### src/sv/wlhu_pkg.sv
package wlhu_pkg;

   // Fixed field widths
   localparam int BIN_W     = 8;
   localparam int BINS_W    = 9;
   localparam int FLAT_W    = 11;
   localparam int FACTOR_W  = 48;
   localparam int VISITS_W  = 32;
   localparam int TOTAL_W   = 40;
   localparam int DENSITY_W = 64;

   // Fixed point of the modification factor
   localparam int FRAC_BITS = 40;

   // Halving floor: 1e-9 rounded to nearest at FRAC_BITS fraction bits
   localparam logic [63:0] FLOOR_VALUE =
      ((64'd1 << FRAC_BITS) + 64'd500000000) / 64'd1000000000;

   // Total of a walk saturates here
   localparam logic [63:0] TOTAL_MAX = (64'd1 << TOTAL_W) - 64'd1;

   // Counts enter the flatness product clamped to this value
   localparam int          CLAMP_W     = TOTAL_W + 2;
   localparam logic [63:0] COUNT_CLAMP = 64'd1 << (TOTAL_W + 1);

   // Shared multiplier: CLAMP_W x FLAT_W
   localparam int MUL_W = CLAMP_W + FLAT_W;

   // Configuration reset values
   localparam logic [BINS_W-1:0]   BINS_RST   = 9'd256;
   localparam logic [FLAT_W-1:0]   FLAT_RST   = 11'd819;
   localparam logic [FACTOR_W-1:0] FACTOR_RST = 48'd1099511627776;
   localparam logic [FACTOR_W-1:0] STOP_RST   = 48'd10995;

   // Configuration register indexes
   typedef enum logic [1:0] {
      CSR_BINS_IN_USE    = 2'd0,
      CSR_FLATNESS       = 2'd1,
      CSR_FACTOR_START   = 2'd2,
      CSR_STOP_THRESHOLD = 2'd3
   } csr_index_type;

   // Commands from the sequencer to the walk datapath
   typedef struct packed {
      logic start;    // open a walk: zero the total, preset the minimum
      logic acc;      // fold one count into total and minimum
      logic mul_thr;  // flatness * total into the threshold register
      logic mul_min;  // clamped minimum * bin count into the product register
   } walk_ctl_type;

endpackage

### src/sv/wlhu_walk.sv
module wlhu_walk #(
   parameter int COUNT_BITS = 32
) (
   input  logic                          clock,
   input  wlhu_pkg::walk_ctl_type        ctl,
   input  logic [COUNT_BITS-1:0]         count,
   input  logic [wlhu_pkg::BINS_W-1:0]   nb,
   input  logic [wlhu_pkg::FLAT_W-1:0]   flatness,
   output logic                          flat
);
   import wlhu_pkg::*;

   logic [TOTAL_W-1:0]    sum_ff, sum_in;
   logic [COUNT_BITS-1:0] min_ff, min_in;
   logic [MUL_W-1:0]      thr_ff, thr_in;
   logic [MUL_W-1:0]      prod_ff, prod_in;
   logic [63:0]           sum_wide;
   logic [63:0]           min_wide;
   logic [CLAMP_W-1:0]    min_clamped;
   logic [CLAMP_W-1:0]    mul_a;
   logic [FLAT_W-1:0]     mul_b;
   logic [MUL_W-1:0]      product;

   // Saturating total and running minimum over the walked counts
   always_comb begin
      sum_wide = 64'(sum_ff) + 64'(count);
      min_wide = 64'(min_ff);
      sum_in   = sum_ff;
      min_in   = min_ff;
      if (ctl.start) begin
         sum_in = '0;
         min_in = '1;
      end else if (ctl.acc) begin
         sum_in = (sum_wide > TOTAL_MAX) ? TOTAL_MAX[TOTAL_W-1:0] : sum_wide[TOTAL_W-1:0];
         if (count < min_ff) begin
            min_in = count;
         end
      end
   end

   // Clamp the minimum before it enters the product
   assign min_clamped = (min_wide > COUNT_CLAMP) ? COUNT_CLAMP[CLAMP_W-1:0]
                                                 : min_wide[CLAMP_W-1:0];

   // One shared multiplier: threshold first, then the minimum bin's side
   assign mul_a   = ctl.mul_thr ? CLAMP_W'(sum_ff) : min_clamped;
   assign mul_b   = ctl.mul_thr ? flatness : FLAT_W'(nb);
   assign product = MUL_W'(mul_a * mul_b);

   assign thr_in  = ctl.mul_thr ? product : thr_ff;
   assign prod_in = ctl.mul_min ? product : prod_ff;

   always_ff @(posedge clock) begin
      sum_ff  <= sum_in;
      min_ff  <= min_in;
      thr_ff  <= thr_in;
      prod_ff <= prod_in;
   end

   // Flat when the smallest count passes, since every bin shares the threshold
   assign flat = {prod_ff, 10'b0} >= {10'b0, thr_ff};

endmodule

### config.mk
export PLATFORM = sky130hd
export DESIGN_NAME = wlhu_walk
export DESIGN_NICKNAME = d
export VERILOG_FILES = /design/src/sv/wlhu_pkg.sv /design/src/sv/wlhu_walk.sv
export SDC_FILE = /design/constraint.sdc
export NUM_CORES = 1
export LEC_CHECK = 0
export BUFFER_PORTS_ARGS = -buffer_cell sky130_fd_sc_hd__clkbuf_2
export CAP_MARGIN = 20
export CELL_PAD_IN_SITES_DETAIL_PLACEMENT = 1
export CELL_PAD_IN_SITES_GLOBAL_PLACEMENT = 1
export CORE_MARGIN = 1
export CORE_UTILIZATION = 40
export CTS_CLUSTER_DIAMETER = 120
export DETAILED_ROUTE_END_ITERATION = 10
export GPL_TIMING_DRIVEN = 0
export PLACE_DENSITY_LB_ADDON = 0.1
export SETUP_SLACK_MARGIN = 0.15
export SLEW_MARGIN = 20
export SYNTH_ARGS = -nofsm -noshare
export SYNTH_HDL_FRONTEND = slang
export SYNTH_SLANG_ARGS = --single-unit
### constraint.sdc
create_clock -name clock -period 11 [get_ports clock]
set_input_delay 0.55 -clock clock [delete_from_list [all_inputs] [get_ports clock]]
set_output_delay 0.55 -clock clock [all_outputs]
set_load 0.05 [all_outputs]
==> impl_metrics.py <==
metrics = {
    "yosys": {
        "synth_edf_count": 106,
        "ys_warn_count": 0,
        "synth-main-ff-cell": "edfxtp_1",
        "syn_inst": 2607,
        "syn_area_um2": 23700,
        "yosysUniqueCellTypes": 87,
        "synth_top_cell_area_share_pct": 29.0,
        "synth_seq_cells": 178,
        "synth_largest_area_cell": "fa_1",
        "async_flop_share_pct": 0,
        "synth.area.top_cells": "fa_1 (29%), edfxtp_1 (13%), ha_1 (11%)",
        "synth_nets": 3208,
        "syn-mean-instance-area_um2": 9.09,
        "ys_seq_area_share_pct": 19.5,
    },
    "die": {
        "initial_core_util_pct": 40.8,
        "fp.dieArea_um2": 60200,
        "core_um2": 58100,
        "die_x_um": 245,
        "num_rows": 88,
        "die_h_um": 245,
        "pin_count": 58,
    },
    "pwr": {
        "p_clk_share_pct": 7.4,
        "p_leak_nw": 12.2,
        "power_density_nw_per_um2": 343,
        "pwr-share-comb_pct": 75.3,
        "seqPwrFrac_pct": 17.3,
        "swShare_pct": 51.9,
        "p_int_mw": 4.21,
        "vdd_drop_max_v": 0.000238,
        "power_mw": 8.75,
        "power_switching_mw": 4.54,
    },
    "critical_path": {
        "crit_path_end_kind": "flop",
        "reg2reg_depth": 21,
        "critPathKind": "input pin to flop",
        "reg2reg_slack_ns": 3.98,
        "r2r-start": "min_ff[5]$_SDFFE_PP1P_",
        "worst_ep_arrival_time_ns": 9.72,
        "r2r_end": "thr_ff[47]$_DFFE_PP_",
        "cp-start-kind": "input pin",
        "required_ns": 11.20,
        "worstPathMaxFanout": 54,
    },
    "global_route": {
        "grt_max_degree": 55,
        "grt_pass1_vias": 20000,
        "antenna_found_initial": 1,
        "grt_pass1_wl_um": 113000,
        "grt.total_usage_pct": 24.5,
        "globalRouteOverflowTotal": 0,
    },
    "final_layout": {
        "final_util_pct": 43.9,
        "layout_common_cells": "inv_1 (424), fa_1 (343), nand2_1 (335)",
        "nets": 3277,
        "num-fill-cells": 6769,
        "register_area_um2": 4620,
        "final_common_cell": "inv_1",
        "areaGrowthSynthToFinish_pct": 7.66,
        "final_cell_count_no_fill": 3454,
        "antenna-diode-count": 0,
        "multiInputGateArea_um2": 17000,
        "drive_gt1_share_pct": 5.58,
        "final_cell_area_um2": 25500,
    },
    "run": {
        "drv_cap": 0,
    },
    "min_path": {
        "holdPathStages": 3,
        "hp-start": "count[0]",
        "hp-class": "input pin to flop",
        "min_to": "min_ff[0]$_SDFFE_PP1P_",
    },
    "timing": {
        "max_freq_mhz": 105,
        "min_period_ns": 9.52,
        "finalSetupViolCount": 0,
        "rsz0062_at_grt": "no",
        "slew_headroom_pct": 31.6,
        "setup_ws_ns": 1.48,
        "tns_ns": 0,
        "fin_crit_sh_pct": 86.5,
        "whs_ns": 0.372,
        "slew_viol_final": 0,
        "finalHoldViolations": 0,
        "fin_skew_ns": 0.0230,
        "tightest_slew_ns": 1.01,
    },
    "routing": {
        "vias": 18400,
        "drt_iter0_drc": 827,
        "drtPass1Iterations": 5,
        "wirelength_um": 71700,
        "final_antenna_net_count": 0,
        "drc": 0,
        "avgRoutedWirePerCell_um": 20.8,
        "via_per_inst": 5.32,
    },
    "run_status": {
        "status": "finished, final reports clean",
    },
    "placement": {
        "place_worst_setup_slack_ns": 0.920,
        "port_buffers": 50,
        "dp_hpwl_um": 62200,
        "placed_cell_area_um2": 24900,
        "place.gp.congestion": 0.898,
        "place_inst": 3422,
    },
    "clock_tree": {
        "htreeDepth": 4,
        "cts-root-buf": "clkbuf_16",
        "clock_path_buffers": 2,
        "post_cts_buffers": 0,
        "cts_resized": 0,
        "cts_hold_buf": 0,
        "clock_latency_ns": 0.49,
        "clkSlewWorstSetupHoldPaths_ns": 0.08,
        "cts_tree": "done",
        "cts_made_buffers": 17,
        "clkSinkCount": 178,
    },
}
==> state kept, by name, indices dropped and copies added (netlist names) <==
register,count
prod_ff,53
thr_ff,53
sum_ff,40
min_ff,32
==> cell type report <==
type | instances | share of cell area (%)
repair buffers | 50 | 1.00
multi-input cells | 1878 | 66.6
plain buffers | 126 | 1.93
inverters | 425 | 6.25
clock inverters | 14 | 0.677
clock buffers | 18 | 1.68
flip-flops and latches | 178 | 18.1
well taps | 765 | 3.75
==> cell usage after synthesis (34+ instances only) <==
cell	count
and3_1	89
inv_1	424
a21o_1	59
nor2_1	160
nand3_1	55
nor3_1	44
xnor2_1	41
o21ai_0	67
clkbuf_1	113
ha_1	201
a21oi_1	146
edfxtp_1	106
nand2_1	335
xor2_1	34
dfxtp_1	72
fa_1	343
==> worst max-delay path by stage <==
stage | endpoint | startpoint | cells past startpoint | slack, ns
finish | thr_ff[47]$_DFFE_PP_ | ctl[1] | 25 | 1.48
floorplan | prod_ff[47]$_DFFE_PP_ | ctl[1] | 24 | 3.90
detailed placement | thr_ff[47]$_DFFE_PP_ | ctl[1] | 25 | 0.92
CTS | thr_ff[47]$_DFFE_PP_ | ctl[1] | 25 | 1.45
global route | thr_ff[50]$_DFFE_PP_ | ctl[1] | 26 | 1.01
global placement | thr_ff[47]$_DFFE_PP_ | ctl[1] | 25 | 0.59
==> layer usage <==
| metal | track usage (%) | share of wire, % | vias up |
|---|---|---|---|
| met4 | 7.86 | 2.6 | 2 |
| met3 | 3.18 | 3.3 | 74 |
| li1 | - | - | 8701 |
| met2 | 41.0 | 47 | 307 |
| met1 | 32.9 | 47 | 9276 |
| met5 | 0 | 0.015 | - |
==> critical path, cell delays in order <==
cell and delay (ns):
clkbuf_4 0.60, clkbuf_1 0.68, clkbuf_1 0.70, clkbuf_1 0.37
buf_1 0.48, clkbuf_1 0.69, nand3_1 0.21, fa_1 0.55
fa_1 0.54, inv_1 0.07, fa_1 0.52, fa_1 0.55
inv_1 0.06, fa_1 0.53, inv_1 0.04, ha_1 0.37
a21oi_1 0.26, o211ai_1 0.15, or3_1 0.35, a21o_1 0.23
a41oi_2 0.36, o211ai_1 0.19, a31o_1 0.25, a21oi_1 0.19
xnor2_1 0.14
==> power groups by stage <==
stage / logic [mW] / clock network (mW) / registers (mW)
final: 6.58 / 0.650 / 1.52
after floorplan: 4.85 / 0 / 1.49
after global placement: 6.50 / 0 / 1.53
after CTS: 6.69 / 0.665 / 1.52
after detailed placement: 6.64 / 0 / 1.53
after global routing: 7.53 / 0.686 / 1.54
==> cell families (layout without fill, tap and decap cells) <==
| group | Yosys count | after routing | synth area share (%) |
|---|---|---|---|
| AO/OA/AOI/OAI | 454 | 454 | 13.5 |
| XOR/XNOR | 75 | 75 | 2.77 |
| adder cells (fa/ha/maj) | 544 | 544 | 39.6 |
| buffers and inverters | 551 | 633 | 8.81 |
| flip-flops | 178 | 178 | 19.5 |
| multiplexers | 8 | 8 | 0.359 |
| AND/OR/NAND/NOR | 797 | 797 | 15.5 |
No activity file was read; power rests on OpenSTA's default activity.
